**config.mk**
```make
export PLATFORM = sky130hd
export DESIGN_NAME = pii_front
export DESIGN_NICKNAME = d
export VERILOG_FILES = /design/src/hdl/pii_pkg.sv /design/src/hdl/pii_front.sv
export SDC_FILE = /design/constraint.sdc
export NUM_CORES = 2
export LEC_CHECK = 0
export ABC_CLOCK_PERIOD_IN_PS = 8790
export BUFFER_PORTS_ARGS = -buffer_cell sky130_fd_sc_hd__clkbuf_2
export CAP_MARGIN = 15
export CORE_MARGIN = 3
export CORE_UTILIZATION = 59
export DETAILED_ROUTE_END_ITERATION = 7
export GPL_TIMING_DRIVEN = 0
export PLACE_DENSITY = 0.8
export SLEW_MARGIN = 30
export SYNTH_ARGS = -nofsm -noshare
export SYNTH_HDL_FRONTEND = slang
export SYNTH_SLANG_ARGS = --single-unit
```
**constraint.sdc**
```tcl
create_clock -name clk -period 8.79 [get_ports clk]
set_clock_uncertainty 0.1 [all_clocks]
set_input_delay 0 -clock clk [delete_from_list [all_inputs] [get_ports clk]]
set_output_delay 0 -clock clk [all_outputs]
set_load 0.02 [all_outputs]
```
**src/hdl/pii_pkg.sv**
```systemverilog
`default_nettype none

package pii_pkg;

	// default widths
	localparam int COORD_WIDTH_DEF = 32;
	localparam int IMAGE_WIDTH_DEF = 16;

	// snap tolerance register is fixed at 16 bits
	localparam int TOL_WIDTH = 16;

	// axes handled side by side
	localparam int NUM_AXES = 3;

	// configuration register map
	localparam int CFG_INDEX_WIDTH = 3;

	typedef enum logic [CFG_INDEX_WIDTH-1:0] {
		REG_X_LOW  = 3'd0,
		REG_X_HIGH = 3'd1,
		REG_Y_LOW  = 3'd2,
		REG_Y_HIGH = 3'd3,
		REG_Z_LOW  = 3'd4,
		REG_Z_HIGH = 3'd5,
		REG_TOL    = 3'd6
	} reg_idx_t;

	// reset values: box from 0.0 to 10.0 in Q16.16, tolerance of one LSB
	localparam int LOW_RESET  = 0;
	localparam int HIGH_RESET = 655360;
	localparam int TOL_RESET  = 1;

endpackage

`default_nettype wire

```
**src/hdl/pii_front.sv**
```systemverilog
`default_nettype none

// Front end: edge snap (s1), then bound compare and dividend setup (s2).
module pii_front #(
	parameter int COORD_WIDTH = pii_pkg::COORD_WIDTH_DEF
) (
	input  wire logic                          clk,
	input  wire logic                          arst_n,
	// upstream
	input  wire logic                          in_valid,
	output logic                               in_ready,
	input  wire logic signed [COORD_WIDTH-1:0] pos_in    [pii_pkg::NUM_AXES],
	input  wire logic                          last_in,
	// box and tolerance
	input  wire logic signed [COORD_WIDTH-1:0] low       [pii_pkg::NUM_AXES],
	input  wire logic signed [COORD_WIDTH-1:0] high      [pii_pkg::NUM_AXES],
	input  wire logic [pii_pkg::TOL_WIDTH-1:0] tol,
	// downstream, into the divider chain
	output logic                               out_valid,
	input  wire logic                          out_ready,
	output logic [COORD_WIDTH-1:0]             rem_out   [pii_pkg::NUM_AXES],
	output logic [COORD_WIDTH-1:0]             len_out   [pii_pkg::NUM_AXES],
	output logic                               neg_out   [pii_pkg::NUM_AXES],
	output logic signed [COORD_WIDTH-1:0]      adj_out   [pii_pkg::NUM_AXES],
	output logic                               last_out,
	// stage 1 occupancy
	output logic                               s1_valid
);
	import pii_pkg::*;

	localparam int CW = COORD_WIDTH;

	localparam logic [CW-1:0] CMAX = {1'b0, {(CW-1){1'b1}}};
	localparam logic [CW-1:0] CMIN = {1'b1, {(CW-1){1'b0}}};

	logic                 valid_s1;
	logic                 valid_s2;
	logic                 ready_s1;
	logic                 ready_s2;
	logic signed [CW-1:0] t_next   [NUM_AXES];
	logic signed [CW-1:0] t_s1     [NUM_AXES];
	logic                 last_s1;
	logic [CW-1:0]        rem_next [NUM_AXES];
	logic [CW-1:0]        len_next [NUM_AXES];
	logic                 neg_next [NUM_AXES];
	logic [CW-1:0]        rem_s2   [NUM_AXES];
	logic [CW-1:0]        len_s2   [NUM_AXES];
	logic                 neg_s2   [NUM_AXES];
	logic signed [CW-1:0] adj_s2   [NUM_AXES];
	logic                 last_s2;

	// stage handshake: a stage takes new data when empty or draining
	assign ready_s2 = !valid_s2 || out_ready;
	assign ready_s1 = !valid_s1 || ready_s2;
	assign in_ready = ready_s1;

	for (genvar a = 0; a < NUM_AXES; a++) begin : g_lane
		logic signed [CW:0] c_ext;
		logic signed [CW:0] tol_ext;
		logic signed [CW:0] d_lo;
		logic signed [CW:0] d_hi;
		logic [CW:0]        a_lo;
		logic [CW:0]        a_hi;
		logic               near_lo;
		logic               near_hi;
		logic signed [CW:0] sum_up;
		logic signed [CW:0] sum_dn;
		logic               ovf_up;
		logic               ovf_dn;
		logic               gt;
		logic               lt;
		logic               pos_len;

		// snap: distances to both faces, low face wins
		assign c_ext   = {pos_in[a][CW-1], pos_in[a]};
		assign tol_ext = {{(CW+1-TOL_WIDTH){1'b0}}, tol};
		assign d_lo    = c_ext - {low[a][CW-1], low[a]};
		assign d_hi    = c_ext - {high[a][CW-1], high[a]};
		assign a_lo    = d_lo[CW] ? (CW+1)'(-d_lo) : d_lo;
		assign a_hi    = d_hi[CW] ? (CW+1)'(-d_hi) : d_hi;
		assign near_lo = a_lo < tol_ext;
		assign near_hi = a_hi < tol_ext;
		assign sum_up  = c_ext + tol_ext;
		assign sum_dn  = c_ext - tol_ext;
		assign ovf_up  = sum_up[CW] != sum_up[CW-1];
		assign ovf_dn  = sum_dn[CW] != sum_dn[CW-1];

		always_comb begin
			if (near_lo) begin
				t_next[a] = ovf_up ? CMAX : sum_up[CW-1:0];
			end else if (near_hi) begin
				t_next[a] = ovf_dn ? CMIN : sum_dn[CW-1:0];
			end else begin
				t_next[a] = pos_in[a];
			end
		end

		// classify against the box and set up dividend and divisor
		assign gt      = t_s1[a] > high[a];
		assign lt      = t_s1[a] < low[a];
		assign pos_len = high[a] > low[a];

		always_comb begin
			rem_next[a] = '0;
			len_next[a] = CW'(1);
			neg_next[a] = 1'b0;
			if (pos_len && gt) begin
				rem_next[a] = t_s1[a] - low[a];
				len_next[a] = high[a] - low[a];
			end else if (pos_len && lt) begin
				rem_next[a] = high[a] - t_s1[a];
				len_next[a] = high[a] - low[a];
				neg_next[a] = 1'b1;
			end
		end
	end

	// stage valids
	always_ff @(posedge clk or negedge arst_n) begin
		if (!arst_n) begin
			valid_s1 <= 1'b0;
			valid_s2 <= 1'b0;
		end else begin
			if (ready_s1) valid_s1 <= in_valid;
			if (ready_s2) valid_s2 <= valid_s1;
		end
	end

	// stage payloads
	always_ff @(posedge clk) begin
		if (ready_s1) begin
			t_s1    <= t_next;
			last_s1 <= last_in;
		end
		if (ready_s2) begin
			rem_s2  <= rem_next;
			len_s2  <= len_next;
			neg_s2  <= neg_next;
			adj_s2  <= t_s1;
			last_s2 <= last_s1;
		end
	end

	assign out_valid = valid_s2;
	assign rem_out   = rem_s2;
	assign len_out   = len_s2;
	assign neg_out   = neg_s2;
	assign adj_out   = adj_s2;
	assign last_out  = last_s2;
	assign s1_valid  = valid_s1;

endmodule

`default_nettype wire

```
Yosys cells after proc, flatten, opt, wreduce, memory -nomap -nowiden
Cells that the tools add are included.
{ "op_classes": {"n_addsub": 27, "reduce_logical": 10, "mux": 33, "eq_ne": 6, "order_cmp": 15} }
{ "ops": {"columns": ["operator", "count"], "rows": [
  ["$mux W32", 24],
  ["$sub A32 B32 Y32", 9],
  ["$lt A33 B16 Y1", 6],
  ["$mux W33", 6],
  ["$neg A33 Y33", 6],
  ["$sub A32 B32 Y33", 6],
  ["$gt A32 B32 Y1", 6],
  ["$add A32 B17 Y33", 3],
  ["$sub A32 B17 Y33", 3],
  ["$lt A32 B32 Y1", 3],
  ["$logic_and A1 B1 Y1", 6],
  ["$ne A1 B1 Y1", 6],
  ["$mux W1", 3],
  ["$logic_not A1 Y1", 2],
  ["$logic_or A1 B1 Y1", 2]
]} }
{ "word_totals": {"output_inout_bits": 295, "regBits": 391, "wordCells": 110, "in_bits": 309} }

Depth between registers and ports, before layout
{ "depth": {"word_depth": 6, "ltp_mapped": 33, "ltp_nobuf": 30} }

Worst setup path after synthesis
OpenSTA, ideal clock, no wires.
{ "synth_timing": {"path_kind": "reg-to-reg", "from": "register valid_s2, in the netlist out_valid", "to": "register adj_s2, in the netlist adj_out[0] (enable)", "setup_ns": 0.709, "synth_period_minus_slack_ns": 7.934, "stages_incl_launch_ff": 2, "path_slack_ns": 0.856, "required_ns": 7.981, "arrival_time_ns": 7.125, "n_path_buf": 0, "path_cell_list": "dfrtp_1 nand2b_1"} }
{ "synth_between": {"elab_chain_cells": 2} }
{ "synth_lines": {"columns": ["item", "line", "rtl"], "rows": [
  ["from (decl)", "pii_front.sv:37", "logic valid_s2;"],
  ["from (signal assigned)", "pii_front.sv:125", "if (ready_s2) valid_s2 <= valid_s1;"],
  ["$logic_not A1 Y1", "pii_front.sv:53", "assign ready_s2 = !valid_s2 || out_ready;"],
  ["$logic_or A1 B1 Y1", "pii_front.sv:53", null],
  ["named net ready_s2", "pii_front.sv:39", "logic ready_s2;"],
  ["to (signal assigned)", "pii_front.sv:139", "adj_s2 <= t_s1;"],
  ["to (decl)", "pii_front.sv:49", "logic signed [CW-1:0] adj_s2 [NUM_AXES];"]
]} }
The timed path passes the listed nets, and every way through them passes these cells.
A chain may end at the register's enable or synchronous reset.

==> impl_metrics.csv <==
group,metric,value,unit
logic_synthesis,ys_ff_latch,391,
placed_design,post-dp-hpwl,163,mm
placed_design,port-buffer-count,603,
final_layout,final_cell_mix,"ha_1 (678), clkbuf_2 (608), nor2_1 (545), inv_1 (544), a21oi_1 (499)",
final_layout,finalNetCount,8633,
sta,slew_headroom,26.2,%
sta,rsz0062_at_grt,"false",
sta,period_minus_slack,8.52,ns
grt,first_global_vias,53300,
grt,grt_max_degree,54,
power_and_ir_drop,switching_power,4.12,mW
worst_setup_path,slowest_stage,"dlygate4sd3_1",
sta,max_slew.worst_pin.slew,1.10,ns
logic_synthesis,yosysWarningCount,0,
power_and_ir_drop,seqPwrFrac,26.5,%
worst_hold_path,hold_class,"in2reg",
status,violations,"design-rule violations",
final_layout,fin_area,62900,sq um
drt,dr.pass1.iters,8,
grt,grt_use_total,40.6,%
worst_setup_path,r2r-end,"rem_out[64]",
flow_run,drv_cap,0,
cts,cts_tree,"yes",
worst_setup_path,reg2reg_slack,1.01,ns
cts,clkTransAtPathRegs,0.06,ns
sta,drv_slew,0,
sta,setup_viol,0,
power_and_ir_drop,p_sw_share,43.1,%
final_layout,final_common_cell,"ha_1",
grt,grt-ovfl-total,0,
worst_hold_path,min_to,"len_out[3]",
sta,fin_hold_ws,0.0197,ns
floorplanning,die_w,310,microns
floorplanning,die_h,310,microns
power_and_ir_drop,p_leak,27.8,nW
power_and_ir_drop,max-vdd-ir-drop,183,uV
worst_setup_path,rr_worst_depth,21,
logic_synthesis,syn-num-nets,7759,
worst_setup_path,slowest_delay,0.58,ns
cts,h-tree-depth,2,
status,status,"complete, but fails checks",
sta,fmax,0.117,GHz
final_layout,utilization,69.3,%
drt,drtIter0Drc,6225,
drt,viasPerCell,6.57,
floorplanning,initial_core_util,60.0,%
final_layout,drive_gt1_share,11.2,%
worst_setup_path,crit_arrival,8.75,ns
power_and_ir_drop,pwr-share-comb,52.0,%
power_and_ir_drop,power.density,152,nW/um^2
cts,cts_root_buf,"clkbuf_16",
cts,clock_sinks,391,
logic_synthesis,ys_types,109,
placed_design,gp_congestion,1.06,
logic_synthesis,synthCells,6751,
placed_design,dpl_cell_area,59200,sq um
logic_synthesis,syn_avg_cell_area,8.06,sq um
cts,cts_made_buffers,47,
floorplanning,rows,110,
worst_setup_path,crit_required,9.02,ns
cts,clockBufferDepth,3,
worst_setup_path,critPathKind,"in2reg",
drt,final_antenna_net_count,0,
logic_synthesis,synth-seq-area-share,21.6,%
logic_synthesis,synth-edff-count,389,
drt,drc,14,
power_and_ir_drop,power,9.55,mW
logic_synthesis,synthesis.area,54400,sq um
power_and_ir_drop,p_int,5.44,mW
worst_setup_path,timing.rr.start,"t_s1[64]",
power_and_ir_drop,p_clk_share,21.5,%
floorplanning,coreArea,90700,sq um
final_layout,syn2layout_area_growth,15.6,%
worst_setup_path,worst-path-max-fanout,10,
cts,worstSkewPairLatency,0.68,ns
grt,grt_pass1_wl,305,mm
floorplanning,dieArea,95900,sq um
drt,wl_per_cell,23.0,microns
logic_synthesis,async_flop_share,0.512,%
sta,hold_violations,0,
logic_synthesis,synth-main-ff-cell,"edfxtp_1",
worst_setup_path,crit_path_end_kind,"register",
drt,routed-via-count,58100,
grt,antenna_found_initial,8,
worst_setup_path,start_kind,"primary input",
sta,tns,0,ns
worst_hold_path,min_path_cells,4,
worst_hold_path,min_from,"high[3]",
worst_setup_path,crit_top_cell,"a21oi_1",
sta,timing.final.crit_share,97.0,%
drt,wl,204,mm
floorplanning,ios,604,
## worst max path at each step
stage | depth (start not counted) | slack (ns) | end | from
3_3_place_gp | 2 | -2.14 | adj_out[30] | out_ready
4_1_cts | 32 | 0.19 | t_s1[27] | pos_in[0]
3_5_place_dp | 31 | 0.25 | t_s1[27] | pos_in[0]
5_1_grt | 34 | 0.03 | t_s1[50] | pos_in[32]
2_1_floorplan | 1 | 0.86 | adj_out[0] | out_valid
6_report | 33 | 0.27 | t_s1[50] | pos_in[32]
## synthesized netlist by cell type, drive strengths merged, types with 60 or more instances
library cell / instances / area (sq um)
or2: 60 / 378
inv: 544 / 2040
mux2i: 73 / 731
nand3: 197 / 986
or3: 102 / 648
a211oi: 78 / 591
a21oi: 501 / 2510
nor2: 548 / 2070
o211ai: 63 / 473
nand4: 73 / 457
clkbuf: 176 / 662
edfxtp: 389 / 11700
o21a: 104 / 781
ha: 678 / 8480
nor2b: 87 / 544
a31oi: 91 / 569
and3: 107 / 669
and2: 66 / 413
a21o: 210 / 1580
nor4: 68 / 444
o22ai: 92 / 582
o21bai: 75 / 563
nand2: 349 / 1310
xnor2: 319 / 2790
xor2: 236 / 2070
nand2b: 114 / 713
o21ai: 354 / 1790
nor3: 281 / 1430
## state kept, by name, summed over array words and instances, names as in the netlist
name / cells
last_out: 1
adj_out: 96
last_s1: 1
s1_valid: 1
out_valid: 1
len_out: 96
rem_out: 96
neg_out: 3
t_s1: 96
## worst max-delay path, delay by kind of cell
kind / cells / cell delay (ns)
compound gates: 18 / 4.24
xor+xnor: 1 / 0.16
buf+inv: 7 / 2.30
simple gates: 4 / 1.07
fa+ha+maj: 3 / 0.94
## cell type report
type,instances,area (sq um)
clock inverter,32,357
inverter,544,2040
timing repair buffer,825,5360
clock buffer,53,1200
sequential,391,11700
tap,1176,1470
fill,7544,27800
multi-input combinational,5608,39900
buffer,208,838
antenna,7,17.5
## repair_timing
item	4_1_cts	5_1_grt
hold buffers	206	0
setup endpoints to repair	0	77
hold endpoints to repair	235	0
setup buffers	0	1
gates resized for setup	0	15
## power by group through the flow
stage | combinational (mW) | clock, mW | sequential (mW)
after floorplan | 3.11 | 0 | 2.83
after global placement | 4.57 | 0 | 2.61
after detailed placement | 4.69 | 0 | 2.56
after CTS | 4.83 | 2.06 | 2.52
after global routing | 5.41 | 2.12 | 2.54
final | 4.97 | 2.05 | 2.53
## per-stage QoR
step	worst slack, ns	instances
2_1_floorplan	0.856	6751
3_3_place_gp	-2.14	8530
3_5_place_dp	0.251	8545
4_1_cts	0.187	8836
5_1_grt	0.0280	8839
6_report	0.265	8844
## routing by layer
metal	wire length (microns)	GRT usage [%]	up-vias
li1	-	-	27000
met1	76700	50.2	26900
met2	89500	64.2	3354
met3	19500	6.72	842
met4	17900	29.7	2
met5	13	0	-
## cells by family (layout without fill, tap and decap cells)
logic type / count (synthesis) / after routing / synth area share, %
other: 0 / 7 / 0
buffers and inverters: 752 / 1662 / 5.29
adders and majority gates: 699 / 699 / 16.4
AOI/OAI and AO/OA: 2073 / 2073 / 25.5
DFF: 391 / 391 / 21.6
and+or+nand+nor: 2199 / 2199 / 20.8
muxes: 82 / 82 / 1.53
xor gates and xnor gates: 555 / 555 / 8.94
(Power assumes the default switching activity.)
