[src/hdl/pii_pkg.sv]
`default_nettype none

package pii_pkg;

	// default widths
	localparam int COORD_WIDTH_DEF = 32;
	localparam int IMAGE_WIDTH_DEF = 16;

	// snap tolerance register is fixed at 16 bits
	localparam int TOL_WIDTH = 16;

	// axes handled side by side
	localparam int NUM_AXES = 3;

	// configuration register map
	localparam int CFG_INDEX_WIDTH = 3;

	typedef enum logic [CFG_INDEX_WIDTH-1:0] {
		REG_X_LOW  = 3'd0,
		REG_X_HIGH = 3'd1,
		REG_Y_LOW  = 3'd2,
		REG_Y_HIGH = 3'd3,
		REG_Z_LOW  = 3'd4,
		REG_Z_HIGH = 3'd5,
		REG_TOL    = 3'd6
	} reg_idx_t;

	// reset values: box from 0.0 to 10.0 in Q16.16, tolerance of one LSB
	localparam int LOW_RESET  = 0;
	localparam int HIGH_RESET = 655360;
	localparam int TOL_RESET  = 1;

endpackage

`default_nettype wire

[src/hdl/pii_div_cell.sv]
`default_nettype none

// One restoring-division cell: resolves the quotient bit of weight 2**SHIFT on
// every axis and hands the partial remainder to the next cell.
module pii_div_cell #(
	parameter int COORD_WIDTH = pii_pkg::COORD_WIDTH_DEF,
	parameter int IMAGE_WIDTH = pii_pkg::IMAGE_WIDTH_DEF,
	parameter int SHIFT       = 0
) (
	input  wire logic                          clk,
	input  wire logic                          arst_n,
	input  wire logic                          in_valid,
	output logic                               in_ready,
	input  wire logic [COORD_WIDTH-1:0]        rem_in  [pii_pkg::NUM_AXES],
	input  wire logic [COORD_WIDTH-1:0]        len_in  [pii_pkg::NUM_AXES],
	input  wire logic [IMAGE_WIDTH-1:0]        q_in    [pii_pkg::NUM_AXES],
	input  wire logic                          neg_in  [pii_pkg::NUM_AXES],
	input  wire logic signed [COORD_WIDTH-1:0] adj_in  [pii_pkg::NUM_AXES],
	input  wire logic                          last_in,
	output logic                               out_valid,
	input  wire logic                          out_ready,
	output logic [COORD_WIDTH-1:0]             rem_out [pii_pkg::NUM_AXES],
	output logic [COORD_WIDTH-1:0]             len_out [pii_pkg::NUM_AXES],
	output logic [IMAGE_WIDTH-1:0]             q_out   [pii_pkg::NUM_AXES],
	output logic                               neg_out [pii_pkg::NUM_AXES],
	output logic signed [COORD_WIDTH-1:0]      adj_out [pii_pkg::NUM_AXES],
	output logic                               last_out
);
	import pii_pkg::*;

	localparam int CW = COORD_WIDTH;
	localparam int IW = IMAGE_WIDTH;
	localparam int RW = CW + IW - 1;

	logic                 valid_q;
	logic [CW-1:0]        rem_next [NUM_AXES];
	logic [IW-1:0]        q_next   [NUM_AXES];
	logic [CW-1:0]        rem_q    [NUM_AXES];
	logic [CW-1:0]        len_q    [NUM_AXES];
	logic [IW-1:0]        q_q      [NUM_AXES];
	logic                 neg_q    [NUM_AXES];
	logic signed [CW-1:0] adj_q    [NUM_AXES];
	logic                 last_q;

	assign in_ready = !valid_q || out_ready;

	// compare and subtract the shifted divisor
	for (genvar a = 0; a < NUM_AXES; a++) begin : g_lane
		logic [RW-1:0] dsh;
		logic [RW-1:0] rem_ext;
		logic [CW-1:0] diff;
		logic          take;

		assign dsh         = {{(IW-1){1'b0}}, len_in[a]} << SHIFT;
		assign rem_ext     = {{(IW-1){1'b0}}, rem_in[a]};
		// when the bit is taken the shifted divisor fits in the remainder width
		assign diff        = rem_in[a] - dsh[CW-1:0];
		assign take        = rem_ext >= dsh;
		assign rem_next[a] = take ? diff : rem_in[a];
		assign q_next[a]   = {q_in[a][IW-2:0], take};
	end

	always_ff @(posedge clk or negedge arst_n) begin
		if (!arst_n) begin
			valid_q <= 1'b0;
		end else if (in_ready) begin
			valid_q <= in_valid;
		end
	end

	always_ff @(posedge clk) begin
		if (in_ready) begin
			rem_q  <= rem_next;
			len_q  <= len_in;
			q_q    <= q_next;
			neg_q  <= neg_in;
			adj_q  <= adj_in;
			last_q <= last_in;
		end
	end

	assign out_valid = valid_q;
	assign rem_out   = rem_q;
	assign len_out   = len_q;
	assign q_out     = q_q;
	assign neg_out   = neg_q;
	assign adj_out   = adj_q;
	assign last_out  = last_q;

endmodule

`default_nettype wire
[config.mk]
export PLATFORM = sky130hd
export DESIGN_NAME = pii_div_cell
export DESIGN_NICKNAME = d
export VERILOG_FILES = /design/src/hdl/pii_pkg.sv /design/src/hdl/pii_div_cell.sv
export SDC_FILE = /design/constraint.sdc
export NUM_CORES = 1
export LEC_CHECK = 0
export BUFFER_PORTS_ARGS = -buffer_cell sky130_fd_sc_hd__clkbuf_2
export CAP_MARGIN = 30
export CORE_AREA = 8 8 261 263
export CTS_BUF_LIST = sky130_fd_sc_hd__clkbuf_8
export DETAILED_ROUTE_END_ITERATION = 16
export DIE_AREA = 0 0 269 271
export HOLD_SLACK_MARGIN = 0.05
export PLACE_DENSITY = 0.53
export SLEW_MARGIN = 20
export SYNTH_ARGS = -nofsm -noshare
export SYNTH_HDL_FRONTEND = slang
export SYNTH_SLANG_ARGS = --single-unit
export TNS_END_PERCENT = 1
[constraint.sdc]
create_clock -name clk -period 23.1 [get_ports clk]
set_clock_uncertainty 0.2 [all_clocks]
set_input_delay 1.155 -clock clk [delete_from_list [all_inputs] [get_ports clk]]
set_output_delay 1.155 -clock clk [all_outputs]
set_load 0.02 [all_outputs]
After elaboration in Yosys (flattened, before gate mapping):

Index checks and enable logic that the tools add are counted.

* order comparisons: 3
* add/subtract/negate cells: 3
* reductions and logical operators: 2
* muxes and demuxes: 3

Operators with widths (number)
* $ge A32 B32 Y1: 3
* $mux W32: 3
* $sub A32 B32 Y32: 3
* $logic_not A1 Y1: 1
* $logic_or A1 B1 Y1: 1

* output and inout port bits: 342
* logic and storage cells: 28
* register bits: 341
* input port bits: 344

Longest topological paths before layout:

Gate-level depths: netlist of the first run.

* depth after elaboration: 2
* gate-level depth with buffers: 14
* gate-level depth less buffers: 12

Least setup slack after synthesis of the first run:

Ideal clock, no wire load.

* kind: input to output
* start point: input out_ready
* end point: output in_ready
* arrival time: 9.431 ns
* data required time: 21.745 ns
* buffers on the path: 0
* slack: 12.314 ns
* cell stages on the path: 1
* cell sequence: nand2b_1

* longest elaborated chain between the ends: 1

RTL lines
* start: declaration: line pii_div_cell.sv:21 `input wire logic out_ready,`
* $logic_or A1 B1 Y1: line pii_div_cell.sv:45 `assign in_ready = !valid_q || out_ready;`
* end: declaration: line pii_div_cell.sv:13 `output logic in_ready,`

Every way passes these cells.

==> results of run 1 <==
## worst max-delay path: stages
cell	delay, ns
clkbuf_2	0.09
inv_1	0.04
ha_1	0.22
fa_1	0.42
nor2b_1	0.17
o311a_1	0.32
a211oi_2	0.15
a211oi_1	0.32
o2111ai_1	0.19
nand2_1	0.14
a21o_1	0.32
buf_4	0.49
mux2_2	0.40
## report_power, final
group          internal [W]  switching [W]  total, W
Sequential         0.000755      0.0000169  0.000772
Combinational      0.000144       0.000258  0.000402
Clock              0.000317       0.000275  0.000592
Total               0.00122       0.000550   0.00177
## area by class of cell
| cell class | count | area, sq um |
|---|---|---|
| Antenna cell | 7 | 17.5 |
| Tap cell | 855 | 1070 |
| Clock buffer | 70 | 963 |
| Timing Repair Buffer | 692 | 3510 |
| Inverter | 120 | 450 |
| Clock inverter | 47 | 317 |
| Sequential cell | 341 | 10200 |
| Multi-Input combinational cell | 844 | 6030 |
| Fill cell | 6450 | 41300 |
## worst paths after layout
kind                                         end  slack, ns  cells past startpoint
max in group asynchronous  out_valid$_DFFE_PN0P_      21.95                      2
setup reg to reg           len_out[49]$_DFFE_PP_      19.94                      3
hold reg to reg            out_valid$_DFFE_PN0P_       0.82                      2
setup / recovery            rem_out[7]$_DFFE_PP_      18.78                     13
min in group asynchronous  out_valid$_DFFE_PN0P_       0.66                      2
hold / removal             adj_out[21]$_DFFE_PP_       0.50                      1
## registers in the layout, summed over array words and instances, names as in the netlist
name and count:
q_out 48, rem_out 96, adj_out 96, last_out 1
out_valid 1, neg_out 3, len_out 96
## cells in the final DEF, fill, tap and decap left out, types with 7 or more instances in the layout
master / Yosys / layout
nand3_1: 30 / 30
clkinv_1: 0 / 11
a21oi_1: 118 / 118
o21ai_2: 8 / 8
nand2b_1: 12 / 11
nor3_1: 13 / 13
inv_1: 119 / 139
edfxtp_1: 340 / 340
o211ai_1: 9 / 9
buf_4: 3 / 8
nand2_2: 8 / 8
o21bai_1: 9 / 9
a21o_1: 41 / 41
a211oi_1: 14 / 14
o21ai_0: 68 / 68
o21a_1: 9 / 9
nor2_1: 73 / 73
nor2b_1: 8 / 8
a31oi_1: 14 / 14
mux2_1: 9 / 9
xor2_1: 38 / 38
mux2_2: 31 / 31
nand2_1: 83 / 83
diode_2: 0 / 7
xnor2_1: 48 / 48
clkbuf_8: 0 / 70
nand4_1: 15 / 15
ha_1: 96 / 96
clkbuf_2: 1 / 682
## cell families after synthesis
kind of cell	count (synthesis)	share of synthesized area
adders and majority gates	99	0.0746
and+or+nand+nor	267	0.0737
DFF	341	0.605
buffers and inverters	161	0.0394
muxes	45	0.0296
AOI/OAI and AO/OA	347	0.133
xor gates and xnor gates	86	0.0445
## per-stage QoR
step | total power, W | std cells | utilization | area, sq um | hold slack, ns
after global placement | 0.00119 | 2850 | 0.333 | 21300 | 0.730
final | 0.00177 | 2976 | 0.354 | 22600 | 0.501
after global routing | 0.00186 | 2974 | 0.354 | 22600 | 0.426
after CTS | 0.00180 | 2968 | 0.353 | 22500 | 0.412
after floorplan | 0.00105 | 1346 | - | 16900 | 0.659
after detailed placement | 0.00119 | 2850 | 0.333 | 21300 | 0.735
## routing by layer
metal | GRT usage | vias up | wire, microns
li1 | - | 6473 | -
met1 | 0.168 | 6415 | 22100
met2 | 0.266 | 611 | 29200
met3 | 0.0490 | 106 | 5820
met4 | 0.0537 | 4 | 1480
met5 | 0 | - | 27
==> key figures, run 1 <==
Routing
  • 1st-iter DRT viols: 966
  • Final WL: 58600 microns
  • Total number of vias: 13600
  • Vias per cell: 4.57
  • DRC: 0
  • Final ANT Viol Nets: 0
  • Wirelength per Cell: 19.7 microns
  • Drt pass-1 iters: 5

STA
  • RSZ-0062 raised after global routing: no
  • Tcrit/Tclk final: 0.187
  • TNS Setup: 0 ns
  • Fin. Hold Viols: 0
  • Max Slew Vio Count: 0
  • FMAX: approximately 0.23 GHz
  • Least-Margin Pin Slew: 0.950 ns
  • Min Tclk post-route: 4.32 ns
  • Final setup vio count: 0
  • Slew Limit Headroom: 0.366
  • Worst setup margin: 18.78 ns

Logic synthesis
  • Dominant cells by area after synthesis: edfxtp_1 (60%), ha_1 (7.1%), a21oi_1 (3.5%)
  • Seq/Total Area, Yosys: 0.605
  • Synth cell types: 72
  • Main synth FF type: edfxtp_1
  • Top cell type's share of synthesized area: 0.604
  • Cell area after synthesis: around 0.017 sq mm
  • Top-count cell post-synth: edfxtp_1
  • EDFF count, synth: 340
  • Post-Syn Nets: 1789
  • Async set or reset register ratio after synthesis: 0.00293
  • Synth Instances: 1346
  • Post-synth top area cell: edfxtp_1
  • Mapped Avg Cell Area: 12.6 sq um
  • Yosys warning count: 0
  • #FFs+latches synth: 341
  • Post-synth top cells: edfxtp_1 (340), inv_1 (119), a21oi_1 (118)

Global routing
  • Vias in the first global route: 14000
  • Overflow after GRT: 0
  • Initial antenna violation count: 10
  • Largest net degree at the start of global routing: 80
  • All-Layer GR Usage: 0.151
  • First-pass GRT wire length: between 80000 and 90000 microns

Setup path
  • Setup CP Type: in -> reg
  • Required @ worst endpoint: between 20 and 25 ns
  • Crit path launch type: input port
  • Crit path max fanout: 46
  • Worst Setup SP: rem_in[0]
  • Setup crit end kind: flop
  • Critical R2R Launch: out_valid$_DFFE_PN0P_
  • Crit path DAT: 4.48 ns

CTS
  • Later-pin clock latency in the skew report: 0.61 ns
  • Clock Sinks: 341
  • Clock Pin Slew Worst Setup and Hold Paths: 0.06 ns
  • CTS Root Cell: clkbuf_8
  • Setup Buffers After CTS: 0
  • Hold-fix buffers, CTS: 1
  • Max Root-Sink Buffers: 3
  • CTS tree: yes
  • Num CTS Buffers: 66
  • Post_cts resized: 0
  • H-tree depth: 3

Die
  • Row count: 93
  • Starting Density: 0.265
  • Core ar.: 0.0639 sq mm
  • Die area: roughly 0.073 sq mm
  • Chip Width: 269 microns
  • Die Y: around 270 microns
  • Io pins: 686

Power
  • Max IR drop VDD: ~0.043 mV
  • Lkg Pwr: 10.3 nW
  • PD cells: around 78 mW/mm^2

Hold path
  • Hold crit path type: in -> reg
  • Hold Crit Start: adj_in[21]

Placement
  • Post-place setup slack: 18.13 ns
  • Detail Placement HPWL: 47700 microns
  • Gpl congestion: roughly 0.9
  • PortBufs: 682

Finish
  • Layout net count: 2508
  • Fraction of layout cells with a size suffix above 1: 0.398
  • Area growth from synthesis to layout: 33.6%

Run status
  • Status: complete, no violations

Flow run
  • Max cap viols: 0
(Power assumes the default switching activity.)
==> run 2, diff against run 1 <==
clock period = 4.2 ns   (was 23.1 ns; I/O delays follow)
==> run 2 against run 1 <==
Net effect: combinational power rose to 6.6 times the previous value; sequential cell count is the same; register-to-register slack got worse by 18 ns; critical path depth rose by 2; routed wire length increased by 12%; sequential power rose to 5.5 times the previous value; total power grew to 5.5 times the previous value; worst setup slack got worse by 19 ns; global-route usage is 1.9 points higher; critical path type unchanged; largest cell class unchanged; highest routed layer unchanged.
==> key figures, run 2 (same netlist as run 1, synthesis figures left out) <==
Placement
  • Dpl cell area: 0.0214 sq mm (+0.91%)
  • DP Cell Count: 2869 (+0.67%)
  • PortBufs: 682 (unchanged)
  • Gpl congestion: 0.866 (-1.4%)
  • Detail Placement HPWL: 48200 microns (+1.1%)

Global routing
  • Busiest grt layer: met2
  • Initial antenna violation count: 5 (-5)
  • Met3 Track Usage GR: 0.0485 (-0.000454)
  • M2 GR Usage: 0.304 (+0.0378)
  • Met1 Use GR: 0.188 (+0.0199)
  • First-pass GRT wire length: 97300 microns (+15%)
  • Vias in the first global route: 16700 (+20%)
  • Overflow after GRT: 0 (unchanged)
  • All-Layer GR Usage: 0.169 (+0.0186)
  • Largest net degree at the start of global routing: 74 (-7.5%)

CTS
  • Setup Buffers After CTS: 0 (unchanged)
  • Clock Sinks: 341 (unchanged)
  • Post_cts resized: 0 (unchanged)
  • H-tree depth: 2 (-1)
  • Later-pin clock latency in the skew report: 0.63 ns (+0.02 ns)
  • Hold-fix buffers, CTS: 489 (+488)
  • Max Root-Sink Buffers: 3 (unchanged)
  • Clock Pin Slew Worst Setup and Hold Paths: 0.06 ns (about the same)
  • Num CTS Buffers: 59 (-11%)
  • CTS Root Cell: clkbuf_8
  • CTS tree: yes

STA
  • Final setup vio count: 0 (unchanged)
  • Max Slew Vio Count: 0 (unchanged)
  • TNS Setup: 0 ns (unchanged)
  • Min Tclk post-route: 4.03 ns
  • FMAX: 0.248 GHz
  • RSZ-0062 raised after global routing: no
  • Fin. Hold Viols: 0 (unchanged)
  • Tcrit/Tclk final: 0.960
  • Least-Margin Pin Slew: 0.865 ns (-0.0855 ns)
  • Hold WS: 0.114 ns (-0.386 ns)
  • Slew Limit Headroom: 0.423 (+0.0570)

Setup path
  • Delay-heaviest family, CP: buffers and inverters
  • Slowest stage delay, CP: 0.56 ns (+0.07 ns)
  • Setup CP Type: in -> reg
  • Crit path DAT: 4.23 ns (-0.25 ns)
  • Setup crit end kind: flop
  • Required @ worst endpoint: 4.39 ns (-18.87 ns)
  • R2R Setup Slk: 2.06 ns (-17.88 ns)
  • Slowest stage cell on the critical path: dlygate4sd3_1
  • Crit path launch type: input port
  • Crit path top cell by count: dlygate4sd3_1
  • CP bufs+invs: 6 (+3)
  • Crit-path cells: dlygate4sd3_1, dlygate4sd3_1, clkbuf_2, inv_1, ha_1, or4_1, o21ai_1, a31oi_1, o21ai_1, a21oi_1, or4_1, o221ai_4, buf_16, o21ai_0, dlygate4sd3_1
  • Crit path max fanout: 29 (-37%)

Finish
  • FILL cells: 5916 (-8.3%)
  • Commonest non-fill, non-tap cell in the layout: clkbuf_2
  • Area of the multi-input gates: 0.00603 sq mm (unchanged)
  • Area growth from synthesis to layout: 62.4%
  • Fin area: 0.0275 sq mm (+22%)
  • Layout net count: 3009 (+20%)
  • Fraction of layout cells with a size suffix above 1: 0.325 (-0.0731)
  • Commonest non-fill, non-tap cells in the layout: clkbuf_2 (682), dlygate4sd3_1 (490), edfxtp_1 (340), inv_1 (145), a21oi_1 (118)
  • Non-filler cells, final: 3472 (+17%)
  • FF+latch area: 0.0102 sq mm (unchanged)

Routing
  • 1st-iter DRT viols: 865 (-10%)
  • Vias per cell: 4.48 (-2.0%)
  • Wirelength per Cell: 18.9 microns (-3.9%)
  • Final ANT Viol Nets: 0 (unchanged)
  • DRC: 0 (unchanged)
  • Drt pass-1 iters: 5 (unchanged)
  • Final WL: 65700 microns (+12%)
  • Total number of vias: 15600 (+14%)

Die
  • Row count: 93 (unchanged)
  • Die area: 0.0729 sq mm (unchanged)
  • Core ar.: 0.0639 sq mm (unchanged)
  • Chip Width: 269 microns (unchanged)
  • Io pins: 686 (unchanged)
  • Die Y: 271 microns (unchanged)
  • Starting Density: 0.265 (unchanged)

Power
  • Max IR drop VDD: 0.264 mV (+510%)
  • Tot Pwr: 0.00973 W (+450%)
  • Lkg Pwr: 12.3 nW (+20%)
  • PD cells: 354 mW/mm^2 (+350%)

Hold path
  • Hold crit path type: in -> reg

Flow run
  • Max cap viols: 0 (unchanged)

Run status
  • Status: complete, no violations
==> run 2: cell count changes in the layout (fill, tap and decap cells not counted), moves of 6 or more <==
cell / previous run / this run
clkbuf_8: 70 / 60
clkinv_2: 4 / 10
dlygate4sd3_1: 1 / 490
inv_1: 139 / 145
buf_4: 8 / 23
==> run 2: worst paths after layout <==
kind,to,from,depth (start not counted)
setup / recovery,rem_out[78]$_DFFE_PP_,len_in[71],15
hold / removal,len_out[59]$_DFFE_PP_,len_in[59],2
setup reg to reg,len_out[44]$_DFFE_PP_,out_valid$_DFFE_PN0P_,2
hold reg to reg,len_out[28]$_DFFE_PP_,out_valid$_DFFE_PN0P_,1
max in group asynchronous,out_valid$_DFFE_PN0P_,arst_n,3
min in group asynchronous,out_valid$_DFFE_PN0P_,arst_n,3
==> run 2: power by group <==
group | internal, W | switching (W)
logic | 0.00113 | 0.00154
registers | 0.00415 | 0.000101
clock network | 0.00140 | 0.00142
total | 0.00667 | 0.00306
==> run 2: worst register-to-register path, stage by stage (launching register included) <==
cell and delay, ns:
dfrtp_1 0.42, nand2b_4 0.64, buf_12 0.46
==> run 2: stage by stage <==
| step | worst slack [ns] | utilization |
|---|---|---|
| finish | 0.169 | 0.430 |
| floorplan | 0.664 | - |
| detailed placement | 0.591 | 0.336 |
| global placement | 0.641 | 0.336 |
| global route | 0.0520 | 0.430 |
| CTS | 0.298 | 0.429 |
==> run 2: cell type report <==
| type | instances | share of cell area |
|---|---|---|
| diodes | 3 | 0.000273 |
| clock buffers | 60 | 0.0301 |
| clock inverters | 49 | 0.00893 |
| inverters | 120 | 0.0164 |
| multi-input cells | 844 | 0.220 |
| flip-flops and latches | 341 | 0.373 |
| well taps | 855 | 0.0390 |
| repair buffers | 1200 | 0.313 |
==> run 2: per-layer routing <==
metal | vias up | routed length [microns]
met5 | - | 7
met4 | 2 | 2190
met3 | 120 | 5750
met2 | 662 | 32800
met1 | 7333 | 25000
li1 | 7448 | -
